[config.mk]
export PLATFORM = sky130hd
export DESIGN_NAME = sorted_deadline_timer_queue
export DESIGN_NICKNAME = d
export VERILOG_FILES = /design/src/sv/sdtq_pkg.sv /design/src/sv/sdtq_cell.sv /design/src/sv/sorted_deadline_timer_queue.sv
export SDC_FILE = /design/constraint.sdc
export NUM_CORES = 2
export LEC_CHECK = 0
export ABC_AREA = 1
export BUFFER_PORTS_ARGS = -buffer_cell sky130_fd_sc_hd__buf_2
export CELL_PAD_IN_SITES_DETAIL_PLACEMENT = 1
export CELL_PAD_IN_SITES_GLOBAL_PLACEMENT = 1
export CORE_AREA = 2 2 489 442
export DETAILED_ROUTE_END_ITERATION = 10
export DIE_AREA = 0 0 491 444
export PLACE_DENSITY_LB_ADDON = 0.1
export SETUP_SLACK_MARGIN = 0.5
export SKIP_LAST_GASP = 1
export SLEW_MARGIN = 20
export SYNTH_ARGS = -nofsm -noshare
export SYNTH_HDL_FRONTEND = slang
export SYNTH_SLANG_ARGS = --single-unit
[constraint.sdc]
create_clock -name clk -period 8.95 [get_ports clk]
set_input_delay 2.685 -clock clk [delete_from_list [all_inputs] [get_ports clk]]
set_output_delay 2.685 -clock clk [all_outputs]
set_load 0.01 [all_outputs]
[src/sv/sdtq_pkg.sv]
package sdtq_pkg;

    // Size of the queue and the limit on entries fired by one tick.
    localparam int DEPTH    = 16;
    localparam int MAX_FIRE = 16;

    localparam int CNT_W  = $clog2(DEPTH + 1);
    localparam int FIRE_W = $clog2(MAX_FIRE);

    localparam int SEC_W = 32;
    localparam int NS_W  = 30;
    localparam int ID_W  = 16;

    // Largest nanoseconds value a schedule request may carry.
    localparam logic [NS_W-1:0] NS_LIMIT = NS_W'(1000000000);

    // Request commands.
    localparam logic [1:0] CMD_SCHEDULE = 2'd0;
    localparam logic [1:0] CMD_CANCEL   = 2'd1;
    localparam logic [1:0] CMD_TICK     = 2'd2;

    // Result status codes.
    localparam logic [2:0] ST_SCHEDULED = 3'd0;
    localparam logic [2:0] ST_INVALID   = 3'd1;
    localparam logic [2:0] ST_FULL      = 3'd2;
    localparam logic [2:0] ST_CANCELLED = 3'd3;
    localparam logic [2:0] ST_NOT_FOUND = 3'd4;
    localparam logic [2:0] ST_FIRED     = 3'd5;

    // One timer entry held by a cell.
    typedef struct packed {
        logic [SEC_W-1:0] sec;
        logic [NS_W-1:0]  ns;
        logic [ID_W-1:0]  id;
    } entry_t;

    // What a cell does at the next clock edge.
    typedef enum logic [1:0] {
        CELL_HOLD,
        CELL_LOAD,
        CELL_FROM_LEFT,
        CELL_FROM_RIGHT
    } cell_op_t;

    // Compare results a cell reports to the control logic.
    typedef struct packed {
        logic later;
        logic id_hit;
    } cell_flags_t;

endpackage

[src/sv/sdtq_cell.sv]
module sdtq_cell
(
    input  logic                              clk,
    input  sdtq_pkg::cell_op_t                op,
    input  sdtq_pkg::entry_t                  new_entry,
    input  sdtq_pkg::entry_t                  left_entry,
    input  sdtq_pkg::entry_t                  right_entry,
    input  logic [sdtq_pkg::SEC_W-1:0]        req_sec,
    input  logic [sdtq_pkg::NS_W-1:0]         req_ns,
    input  logic [sdtq_pkg::ID_W-1:0]         req_id,
    output sdtq_pkg::entry_t                  entry,
    output sdtq_pkg::cell_flags_t             flags
);

    sdtq_pkg::entry_t entry_reg;

    // later: the stored deadline is strictly later than the request time; id_hit: the ids match.
    always_comb
    begin
        flags.later  = (entry_reg.sec > req_sec) ||
                       ((entry_reg.sec == req_sec) && (entry_reg.ns > req_ns));
        flags.id_hit = (entry_reg.id == req_id);
    end

    // Entry storage: hold, take the new entry, or shift from a neighbor.
    always_ff @(posedge clk)
    begin
        unique case (op)
            sdtq_pkg::CELL_HOLD:       entry_reg <= entry_reg;
            sdtq_pkg::CELL_LOAD:       entry_reg <= new_entry;
            sdtq_pkg::CELL_FROM_LEFT:  entry_reg <= left_entry;
            sdtq_pkg::CELL_FROM_RIGHT: entry_reg <= right_entry;
            default:                   entry_reg <= entry_reg;
        endcase
    end

    assign entry = entry_reg;

endmodule

[src/sv/sorted_deadline_timer_queue.sv]
// Sorted timer queue built as a row of cells, earliest deadline at cell 0.
// One request is taken at a time: s_tready is high only while the block is
// idle. Schedule and cancel first register the request; then every cell
// compares its deadline or id against it and the row shifts right (insert)
// or left (remove) in place. A tick registers the request and then fires
// entries through the head cell, one per clock while the output register is
// free. Each result waits in an output register, and a stalled m_tready
// holds the block in its execute state until that register is free.
module sorted_deadline_timer_queue
(
    input  logic        clk,
    input  logic        rst_n,
    input  logic        s_tvalid,
    output logic        s_tready,
    // [31:0] time_seconds, [61:32] time_nanoseconds, [77:62] timer_id, [79:78] zero
    input  logic [79:0] s_tdata,
    // [1:0] command
    input  logic [1:0]  s_tuser,
    output logic        m_tvalid,
    input  logic        m_tready,
    // [15:0] result_id
    output logic [15:0] m_tdata,
    // [2:0] status
    output logic [2:0]  m_tuser,
    // last_result
    output logic        m_tlast
);

    localparam int DEPTH  = sdtq_pkg::DEPTH;
    localparam int CNT_W  = sdtq_pkg::CNT_W;
    localparam int FIRE_W = sdtq_pkg::FIRE_W;
    localparam int ID_W   = sdtq_pkg::ID_W;

    typedef enum logic {
        S_IDLE,
        S_EXEC
    } state_t;

    state_t                       state_reg;
    logic [1:0]                   req_cmd_reg;
    logic [sdtq_pkg::SEC_W-1:0]   req_sec_reg;
    logic [sdtq_pkg::NS_W-1:0]    req_ns_reg;
    logic [ID_W-1:0]              req_id_reg;
    logic [CNT_W-1:0]             count_reg;
    logic [ID_W-1:0]              next_id_reg;
    logic [FIRE_W-1:0]            fire_cnt_reg;
    logic                         out_valid_reg;
    logic [2:0]                   out_status_reg;
    logic [ID_W-1:0]              out_id_reg;
    logic                         out_last_reg;

    sdtq_pkg::entry_t             cell_q [DEPTH];
    sdtq_pkg::cell_flags_t        flags [DEPTH];
    sdtq_pkg::cell_op_t           ops [DEPTH];
    sdtq_pkg::entry_t             new_entry;

    logic [ID_W-1:0]              new_id;
    logic [DEPTH-1:0]             occ;
    logic [DEPTH-1:0]             go;
    logic [DEPTH-1:0]             go_left;
    logic [DEPTH-1:0]             hit;
    logic [DEPTH-1:0]             rm;
    logic                         slot_free;
    logic                         exec;
    logic                         ns_bad;
    logic                         full;
    logic                         due0;
    logic                         due1;
    logic                         fire_last;
    logic                         do_insert;
    logic                         do_cancel;
    logic                         do_fire;

    // Next id to hand out, skipping zero on wrap.
    always_comb
    begin
        new_id = next_id_reg + ID_W'(1);
        if (new_id == '0)
        begin
            new_id = ID_W'(1);
        end
    end

    assign new_entry = '{sec: req_sec_reg, ns: req_ns_reg, id: new_id};

    // The cell row.
    for (genvar g = 0; g < DEPTH; g++)
    begin : g_cell
        sdtq_pkg::entry_t left_e;
        sdtq_pkg::entry_t right_e;

        if (g == 0)
        begin : g_head
            assign left_e = new_entry;
        end
        else
        begin : g_mid_l
            assign left_e = cell_q[g-1];
        end

        if (g == DEPTH - 1)
        begin : g_tail
            assign right_e = new_entry;
        end
        else
        begin : g_mid_r
            assign right_e = cell_q[g+1];
        end

        sdtq_cell u_cell
        (
            .clk         (clk),
            .op          (ops[g]),
            .new_entry   (new_entry),
            .left_entry  (left_e),
            .right_entry (right_e),
            .req_sec     (req_sec_reg),
            .req_ns      (req_ns_reg),
            .req_id      (req_id_reg),
            .entry       (cell_q[g]),
            .flags       (flags[g])
        );
    end

    // Occupancy, insert position and cancel position across the row.
    always_comb
    begin
        for (int i = 0; i < DEPTH; i++)
        begin
            occ[i] = (CNT_W'(i) < count_reg);
            go[i]  = !occ[i] || flags[i].later;
            hit[i] = occ[i] && flags[i].id_hit && (req_id_reg != '0);
        end
        go_left[0] = 1'b0;
        rm[0]      = hit[0];
        for (int i = 1; i < DEPTH; i++)
        begin
            go_left[i] = go[i-1];
            rm[i]      = rm[i-1] | hit[i];
        end
    end

    // Request decode for the current execute cycle.
    assign slot_free = !out_valid_reg || m_tready;
    assign exec      = (state_reg == S_EXEC);
    assign ns_bad    = (req_ns_reg > sdtq_pkg::NS_LIMIT);
    assign full      = (count_reg == CNT_W'(DEPTH));
    assign due0      = occ[0] && !flags[0].later;
    assign due1      = occ[1] && !flags[1].later;
    assign fire_last = !due1 || (fire_cnt_reg == FIRE_W'(sdtq_pkg::MAX_FIRE - 1));

    assign do_insert = exec && (req_cmd_reg == sdtq_pkg::CMD_SCHEDULE) && slot_free &&
                       !ns_bad && !full;
    assign do_cancel = exec && (req_cmd_reg == sdtq_pkg::CMD_CANCEL) && slot_free &&
                       rm[DEPTH-1];
    assign do_fire   = exec && (req_cmd_reg == sdtq_pkg::CMD_TICK) && slot_free && due0;

    // Per-cell operation.
    always_comb
    begin
        for (int i = 0; i < DEPTH; i++)
        begin
            ops[i] = sdtq_pkg::CELL_HOLD;
            if (do_insert)
            begin
                if (go[i] && go_left[i])
                begin
                    ops[i] = sdtq_pkg::CELL_FROM_LEFT;
                end
                else if (go[i])
                begin
                    ops[i] = sdtq_pkg::CELL_LOAD;
                end
            end
            else if (do_cancel)
            begin
                if (rm[i])
                begin
                    ops[i] = sdtq_pkg::CELL_FROM_RIGHT;
                end
            end
            else if (do_fire)
            begin
                ops[i] = sdtq_pkg::CELL_FROM_RIGHT;
            end
        end
    end

    // Control state, request capture and the output register.
    always_ff @(posedge clk or negedge rst_n)
    begin
        if (!rst_n)
        begin
            state_reg     <= S_IDLE;
            count_reg     <= '0;
            next_id_reg   <= '0;
            fire_cnt_reg  <= '0;
            out_valid_reg <= 1'b0;
        end
        else
        begin
            if (out_valid_reg && m_tready)
            begin
                out_valid_reg <= 1'b0;
            end
            unique case (state_reg)
                S_IDLE:
                begin
                    if (s_tvalid)
                    begin
                        req_cmd_reg  <= s_tuser;
                        req_sec_reg  <= s_tdata[31:0];
                        req_ns_reg   <= s_tdata[61:32];
                        req_id_reg   <= s_tdata[77:62];
                        fire_cnt_reg <= '0;
                        state_reg    <= S_EXEC;
                    end
                end
                S_EXEC:
                begin
                    unique case (req_cmd_reg)
                        sdtq_pkg::CMD_SCHEDULE:
                        begin
                            if (slot_free)
                            begin
                                out_valid_reg <= 1'b1;
                                out_last_reg  <= 1'b1;
                                if (ns_bad)
                                begin
                                    out_status_reg <= sdtq_pkg::ST_INVALID;
                                    out_id_reg     <= '0;
                                end
                                else if (full)
                                begin
                                    out_status_reg <= sdtq_pkg::ST_FULL;
                                    out_id_reg     <= '0;
                                end
                                else
                                begin
                                    out_status_reg <= sdtq_pkg::ST_SCHEDULED;
                                    out_id_reg     <= new_id;
                                    next_id_reg    <= new_id;
                                    count_reg      <= count_reg + CNT_W'(1);
                                end
                                state_reg <= S_IDLE;
                            end
                        end
                        sdtq_pkg::CMD_CANCEL:
                        begin
                            if (slot_free)
                            begin
                                out_valid_reg <= 1'b1;
                                out_last_reg  <= 1'b1;
                                if (rm[DEPTH-1])
                                begin
                                    out_status_reg <= sdtq_pkg::ST_CANCELLED;
                                    out_id_reg     <= req_id_reg;
                                    count_reg      <= count_reg - CNT_W'(1);
                                end
                                else
                                begin
                                    out_status_reg <= sdtq_pkg::ST_NOT_FOUND;
                                    out_id_reg     <= '0;
                                end
                                state_reg <= S_IDLE;
                            end
                        end
                        sdtq_pkg::CMD_TICK:
                        begin
                            if (!due0)
                            begin
                                state_reg <= S_IDLE;
                            end
                            else if (slot_free)
                            begin
                                out_valid_reg  <= 1'b1;
                                out_status_reg <= sdtq_pkg::ST_FIRED;
                                out_id_reg     <= cell_q[0].id;
                                out_last_reg   <= fire_last;
                                count_reg      <= count_reg - CNT_W'(1);
                                fire_cnt_reg   <= fire_cnt_reg + FIRE_W'(1);
                                if (fire_last)
                                begin
                                    state_reg <= S_IDLE;
                                end
                            end
                        end
                        default:
                        begin
                            state_reg <= S_IDLE;
                        end
                    endcase
                end
                default:
                begin
                    state_reg <= S_IDLE;
                end
            endcase
        end
    end

    assign s_tready = (state_reg == S_IDLE);
    assign m_tvalid = out_valid_reg;
    assign m_tdata  = out_id_reg;
    assign m_tuser  = out_status_reg;
    assign m_tlast  = out_last_reg;

    // The queue never holds more entries than there are cells.
    a_count_bound: assert property (@(posedge clk) disable iff (!rst_n)
        count_reg <= CNT_W'(DEPTH))
        else $error("entry count exceeds queue depth");

    // An insert grows the queue by exactly one entry.
    a_insert_count: assert property (@(posedge clk) disable iff (!rst_n)
        do_insert |=> (count_reg == $past(count_reg) + CNT_W'(1)))
        else $error("insert did not grow the queue by one");

    // A fired or cancelled entry shrinks the queue by exactly one.
    a_remove_count: assert property (@(posedge clk) disable iff (!rst_n)
        (do_fire || do_cancel) |=> (count_reg == $past(count_reg) - CNT_W'(1)))
        else $error("removal did not shrink the queue by one");

    // A scheduled result always carries a nonzero id.
    a_sched_id: assert property (@(posedge clk) disable iff (!rst_n)
        (out_valid_reg && (out_status_reg == sdtq_pkg::ST_SCHEDULED)) |->
        (out_id_reg != '0))
        else $error("scheduled result with id zero");

endmodule

# Word level (Yosys, flattened, before mapping)
# Cells that the tools add are included.
dict set report totals {
  wordCells 531
  reg_bits 1375
  latchBits 0
  memories 0
  inputBits 86
  rom_bits 0
  ram_bits 0
  output_inout_bits 22
}
dict set report classes {
  order_cmp 49
  n_eq_ne 96
  n_div 0
  muxes 142
  bitwise 18
  mul 0
  reduce_logical 162
  add_sub_neg 4
  shifts 0
}
# op n
set op_table {}
lappend op_table {{78-bit case mux with 3 select lines} 14}
lappend op_table {{32-bit == test} 16}
lappend op_table {{32-bit > comparator} 16}
lappend op_table {{30-bit > comparator} 16}
lappend op_table {{78-bit case mux with 2 select lines} 2}
lappend op_table {{16-bit == test} 16}
lappend op_table {{2-bit 2-to-1 mux} 66}
lappend op_table {{16-bit 2-to-1 mux} 8}
lappend op_table {{1-bit logical AND} 76}
lappend op_table {{2-bit == test (second input constant)} 33}
lappend op_table {{16-bit case mux with 3 select lines} 1}
lappend op_table {{4-bit by 5-bit less-than comparator with 1-bit output (first input constant)} 8}
lappend op_table {{5-bit 2-to-1 mux} 7}
lappend op_table {{2-bit by 1-bit == test with 1-bit output (second input constant)} 17}
lappend op_table {{2-bit logical NOT} 17}
lappend op_table {{1-bit logical OR} 34}
lappend op_table {{30-bit > comparator (second input constant)} 1}
lappend op_table {{1-bit 2-to-1 mux} 28}
lappend op_table {{1-bit logical NOT} 22}
lappend op_table {{3-bit by 5-bit less-than comparator with 1-bit output (first input constant)} 4}
lappend op_table {{16-bit by 1-bit adder with 16-bit output (second input constant)} 1}
lappend op_table {{16-bit logical NOT} 1}
lappend op_table {{4-bit 2-to-1 mux} 4}
lappend op_table {{2-bit inequality test (second input constant)} 8}
lappend op_table {{25 further kinds} 55}

# Longest topological paths before layout
dict set report logic_depth {
  ltp_word 24
  ltp_mapped 25
}

# Hierarchy
# From an unflattened synthesis, not the netlist that was laid out.
dict set report unflattened {
  hier_cells 12526
  area_unflattened_um2 99166.4
}
# mod area_each_um2 instances cells_each
set by_module_without_submodules {}
lappend by_module_without_submodules {sdtq_cell 5794.3 16 740}
lappend by_module_without_submodules {sorted_deadline_timer_queue 6457.4 1 686}

# Worst setup path before layout
# No wires, ideal clock.
dict set report synth_path {
  path_type {in2reg}
  from {input m_tready}
  to {register g_cell[8].u_cell.entry_reg (netlist bit g_cell[8].u_cell.entry[0]), enable pin}
  arrival_time_ns 9.263
  t_required_ns 8.328
  setup_slack_ns -0.934
  path_stages 7
  setup_time_ns 0.622
  cell_sequence {nor2_1 -> nor3_1 -> nand2_2 -> buf_2 -> clkbuf_1 -> clkbuf_1 -> o21ai_0}
}
dict set report synth_between {
  elab_chain_cells 7
  elab_cells_between_ends 12
  cone_classes {mux: 3; reduce/logical: 9}
}
# item line_no
set synth_lines {}
lappend synth_lines {{from (decl)} sorted_deadline_timer_queue.sv:20} ;# input logic m_tready,
lappend synth_lines {{1-bit logical OR *} sorted_deadline_timer_queue.sv:144} ;# assign slot_free = !out_valid_reg || m_tready;
lappend synth_lines {{1-bit logical AND (2 in series)} sorted_deadline_timer_queue.sv:156} ;# assign do_fire = exec && (req_cmd_reg == sdtq_pkg::CMD_TICK) && slot_free && due0;
lappend synth_lines {{2-bit 2-to-1 mux} sorted_deadline_timer_queue.sv:182} ;# else if (do_fire)
lappend synth_lines {{2-bit 2-to-1 mux} sorted_deadline_timer_queue.sv:175} ;# else if (do_cancel)
lappend synth_lines {{2-bit 2-to-1 mux *} sorted_deadline_timer_queue.sv:164} ;# if (do_insert)
lappend synth_lines {{2-bit logical NOT *} sdtq_cell.sv:28} ;# unique case (op)
lappend synth_lines {{to (signal assigned)} sdtq_cell.sv:29} ;# sdtq_pkg::CELL_HOLD: entry_reg <= entry_reg;
lappend synth_lines {{to (signal assigned)} sdtq_cell.sv:30} ;# sdtq_pkg::CELL_LOAD: entry_reg <= new_entry;
lappend synth_lines {{to (signal assigned)} sdtq_cell.sv:31} ;# sdtq_pkg::CELL_FROM_LEFT: entry_reg <= left_entry;
lappend synth_lines {{to (decl)} sdtq_cell.sv:15} ;# sdtq_pkg::entry_t entry_reg;
# Every way passes the cells marked *; elsewhere a longest branch is shown, timed or not.
# A chain may end at the register's enable or synchronous reset.

# Final worst setup path
dict set report layout_path {
  from {register req_sec_reg[31] (netlist name)}
  to {register g_cell[3].u_cell.entry_reg (netlist bit g_cell[3].u_cell.entry[27]), data pin}
}
dict set report layout_between {
  elab_chain_cells 11
  elab_cells_between_ends 27
  cone_classes {order compare: 3; eq/ne: 6; mux: 6; reduce/logical: 12}
}
# item line_no
set layout_lines {}
lappend layout_lines {{from (decl)} sorted_deadline_timer_queue.sv:41} ;# logic [sdtq_pkg::SEC_W-1:0] req_sec_reg;
lappend layout_lines {{from (signal assigned)} sorted_deadline_timer_queue.sv:212} ;# req_sec_reg <= s_tdata[31:0];
lappend layout_lines {{parallel branches: the longest is 8 deep, another holds 32-bit > comparator} n/a}
lappend layout_lines {{2-bit 2-to-1 mux *} sorted_deadline_timer_queue.sv:164}
lappend layout_lines {{2-bit == test or 2-bit by 1-bit == test with 1-bit output (tied branches)} sdtq_cell.sv:28}
lappend layout_lines {{78-bit case mux with 3 select lines *} sdtq_cell.sv:28}
lappend layout_lines {{to (signal assigned)} sdtq_cell.sv:29}
lappend layout_lines {{to (signal assigned)} sdtq_cell.sv:30}
lappend layout_lines {{to (signal assigned)} sdtq_cell.sv:31}
lappend layout_lines {{to (decl)} sdtq_cell.sv:15}
# Every way passes the cells marked *.

==> results.json <==
{
  "r2r-start": "req_sec_reg[31]",
  "clkSlewWorstSetupHoldPaths_ps": 60,
  "viasPerCell": 6.466,
  "r2r_end": "g_cell[3].u_cell.entry[27]",
  "post_synth_num_cell_types": 68,
  "synth_area_um2": 95420,
  "power_leakage_nw": 42.54,
  "regArea_um2": 41150,
  "ios": 108,
  "outcome": "completed",
  "synth_edf_count": 1348,
  "grt_usage_pct": 34.90,
  "cts_setup_buffers": 0,
  "dp_cells": 13590,
  "total_power_mw": 20.95,
  "drive_above_1_share_pct": 6.427,
  "fin_worst_skew_ps": 51.14,
  "cts_resized": 0,
  "io_buffer_count": 105,
  "p_per_area_nw_per_um2": 201.4,
  "start_kind": "register",
  "ys_ff_latch": 1375,
  "cts_root_buf": "clkbuf_16",
  "clk_path_buf_depth": 3,
  "multi_input_area_um2": 49350,
  "syn-num-nets": 12300,
  "routed_wl_um": 389400,
  "final_core_util_pct": 48.81,
  "antenna_found_initial": 7,
  "yosysSeqAreaShare_pct": 43.13,
  "cp_cell_sequence": "buf_4 > inv_1 > buf_4 > ha_1 > nand2_1 > inv_1 > nand3_1 > nor4_1 > inv_1 > nor4_1 > nand3_1 > a31oi_1 > nand2_1 > nand3_1 > inv_1 > o21ai_0 > nand3_4 > buf_4 > nand2_1 > nand3_1",
  "tightest_slew_ps": 1239,
  "largest_reg_flops": 1248,
  "crit_cells": 20,
  "peakVddDrop_v": 0.0002215,
  "dpl_cell_area_um2": 98510,
  "grt_max_degree": 132,
  "finalNetCount": 12000,
  "setup_viol": 0,
  "maxSlewViolCount": 0,
  "rsz0062_at_grt": "no",
  "hpwl_um": 277500,
  "synthMostInstantiatedCell": "nand2_1",
  "cts_num_sinks": 1375,
  "rows": 161,
  "cts_buffers": 167,
  "avgSynthCellArea_um2": 8.513,
  "dr.first_iter.drc_count": 9896,
  "die_area_um2": 218000,
  "postSynth.asyncResetShare_pct": 1.964,
  "ys.flop_type": "edfxtp_1",
  "fin_crit_sh_pct": 78.74,
  "grt_pass1_vias": 91930,
  "hp-class": "register to register",
  "first_pass_iters": 5,
  "cts_tree": "built",
  "gr-total-overflow": 0,
  "worst-path-buf-inv": 7,
  "critPathArrivalTime_ps": 7650,
  "fillers": 24940,
  "synthCells": 11210,
  "reg2regPathDepth": 20,
  "hold_end": "next_id_reg[15]",
  "hold_viol_final": 0,
  "gp_congestion": 0.9481,
  "synth_commonest_cells": "2933 x nand2_1, 1867 x nand3_1, 1348 x edfxtp_1, 1002 x ha_1, 828 x nand4_1",
  "worst-setup-path-type": "register to register",
  "path_max_fanout": 60,
  "ff2ff_setup_slack_ps": 1900,
  "min_period_ps": 7047,
  "design_area_um2": 104000,
  "die_x_um": 491,
  "synthTopCellsByArea": "edfxtp_1 42%, ha_1 13%, nand2_1 12%",
  "ant_nets": 0,
  "vias": 89900,
  "max_stage_delay_ps": 850,
  "slew_headroom_pct": 17.40,
  "min_path_cells": 2,
  "ctsHoldBuffers": 0,
  "hold_path.startpoint": "next_id_reg[15]",
  "worst_path_max_delay_cell": "nor4_1",
  "drc": 0,
  "synth_top_area_share_pct": 42.42,
  "core_area_um2": 213100,
  "end_kind": "register",
  "insertion_delay_ps": 870,
  "areaGrowthSynthToFinish_pct": 9.007,
  "crit_required_ps": 9550,
  "fmaxAchievable_ghz": 0.1419,
  "synth_top_area_cell": "edfxtp_1",
  "initial_utilization_pct": 44.77,
  "maxCapViolCount": 0,
  "h-tree-depth": 4,
  "routedWlPerCell_um": 28.01,
  "dieHeight_um": 444,
  "yosys_warnings": 0,
  "final_cells": 13900,
  "finalSetupTns_ps": 0,
  "grt_pass1_wl_um": 587100,
  "cpLargestDelayFamily": "simple AND/OR/NAND/NOR gates"
}
worst max path at each step:
stage | startpoint | endpoint | slack, ps
6_report | req_sec_reg[31] | g_cell[3].u_cell.entry[27] | 1900
5_1_grt | req_sec_reg[31] | g_cell[3].u_cell.entry[33] | 1610
4_1_cts | req_sec_reg[31] | g_cell[3].u_cell.entry[30] | 2070
3_5_place_dp | m_tready | g_cell[11].u_cell.entry[40] | 1940
3_3_place_gp | m_tready | g_cell[11].u_cell.entry[41] | 2060
2_1_floorplan | m_tready | g_cell[10].u_cell.entry[0] | 510
per-layer routing:
layer  global-route usage, %  up-vias  routed length (µm)
li1                        -    39650                   -
met1                   51.22    45600              174300
met2                   51.64     4082              166000
met3                   5.606      568               34420
met4                   12.69        4               14670
met5                       0        -                  21
final cells by class:
cell class	instances	share of cell area [%]
Multi-Input combinational cell	8489	47.45
Sequential cell	1375	39.56
Clock buffer	220	4.380
Tap cell	2852	3.431
Timing Repair Buffer	339	2.457
Inverter	539	1.976
Clock inverter	86	0.7374
Antenna cell	3	0.007217
worst register-to-register path: cells and delay by family (launching register included):
family	cells	cell delay, ps
compound gates	2	640
fa+ha+maj	1	340
buf+inv	7	1410
flops	1	330
simple gates	10	4100
power breakdown:
part | total (mW) | internal [mW] | switching [mW]
logic | 5.38 | 1.36 | 4.02
registers | 8.58 | 7.98 | 0.601
clock network | 6.98 | 3.94 | 3.04
stage by stage:
step | worst slack, ps | hold WS, ps
after floorplan | 509.7 | 453.0
after global placement | 2056 | 465.9
after detailed placement | 1940 | 479.9
after CTS | 2069 | 495.4
after global routing | 1606 | 529.8
final | 1903 | 492.6
logic make-up (layout without fill, tap and decap cells):
logic type	Yosys count	in the layout	synth area share (%)
other	0	3	0
adder cells (fa/ha/maj)	1002	1002	13.14
AND/OR/NAND/NOR	6204	6204	29.67
XOR/XNOR	159	159	1.459
buffers and inverters	1345	1184	5.797
flip-flops	1375	1375	43.13
AO/OA/AOI/OAI	1124	1124	6.812
layout by cell type (no fill, tap or decap), types with 19 or more instances in the layout:
| cell type | count |
|---|---|
| nand2_1 | 2911 |
| nand3_1 | 1860 |
| edfxtp_1 | 1348 |
| ha_1 | 1002 |
| nand4_1 | 828 |
| a21oi_1 | 542 |
| inv_1 | 499 |
| nor2_1 | 364 |
| o21ai_0 | 255 |
| buf_4 | 211 |
| clkbuf_16 | 173 |
| xor2_1 | 113 |
| buf_2 | 105 |
| o211ai_1 | 69 |
| nor3_1 | 68 |
| a22oi_1 | 51 |
| o221ai_1 | 50 |
| nor4_1 | 47 |
| clkinv_1 | 45 |
| xnor2_1 | 44 |
| clkbuf_1 | 42 |
| o21a_1 | 36 |
| nand2_4 | 32 |
| clkinv_2 | 27 |
| dfrtp_1 | 27 |
| inv_2 | 21 |
| a211oi_1 | 19 |
Power figures use the tool's default switching activity.
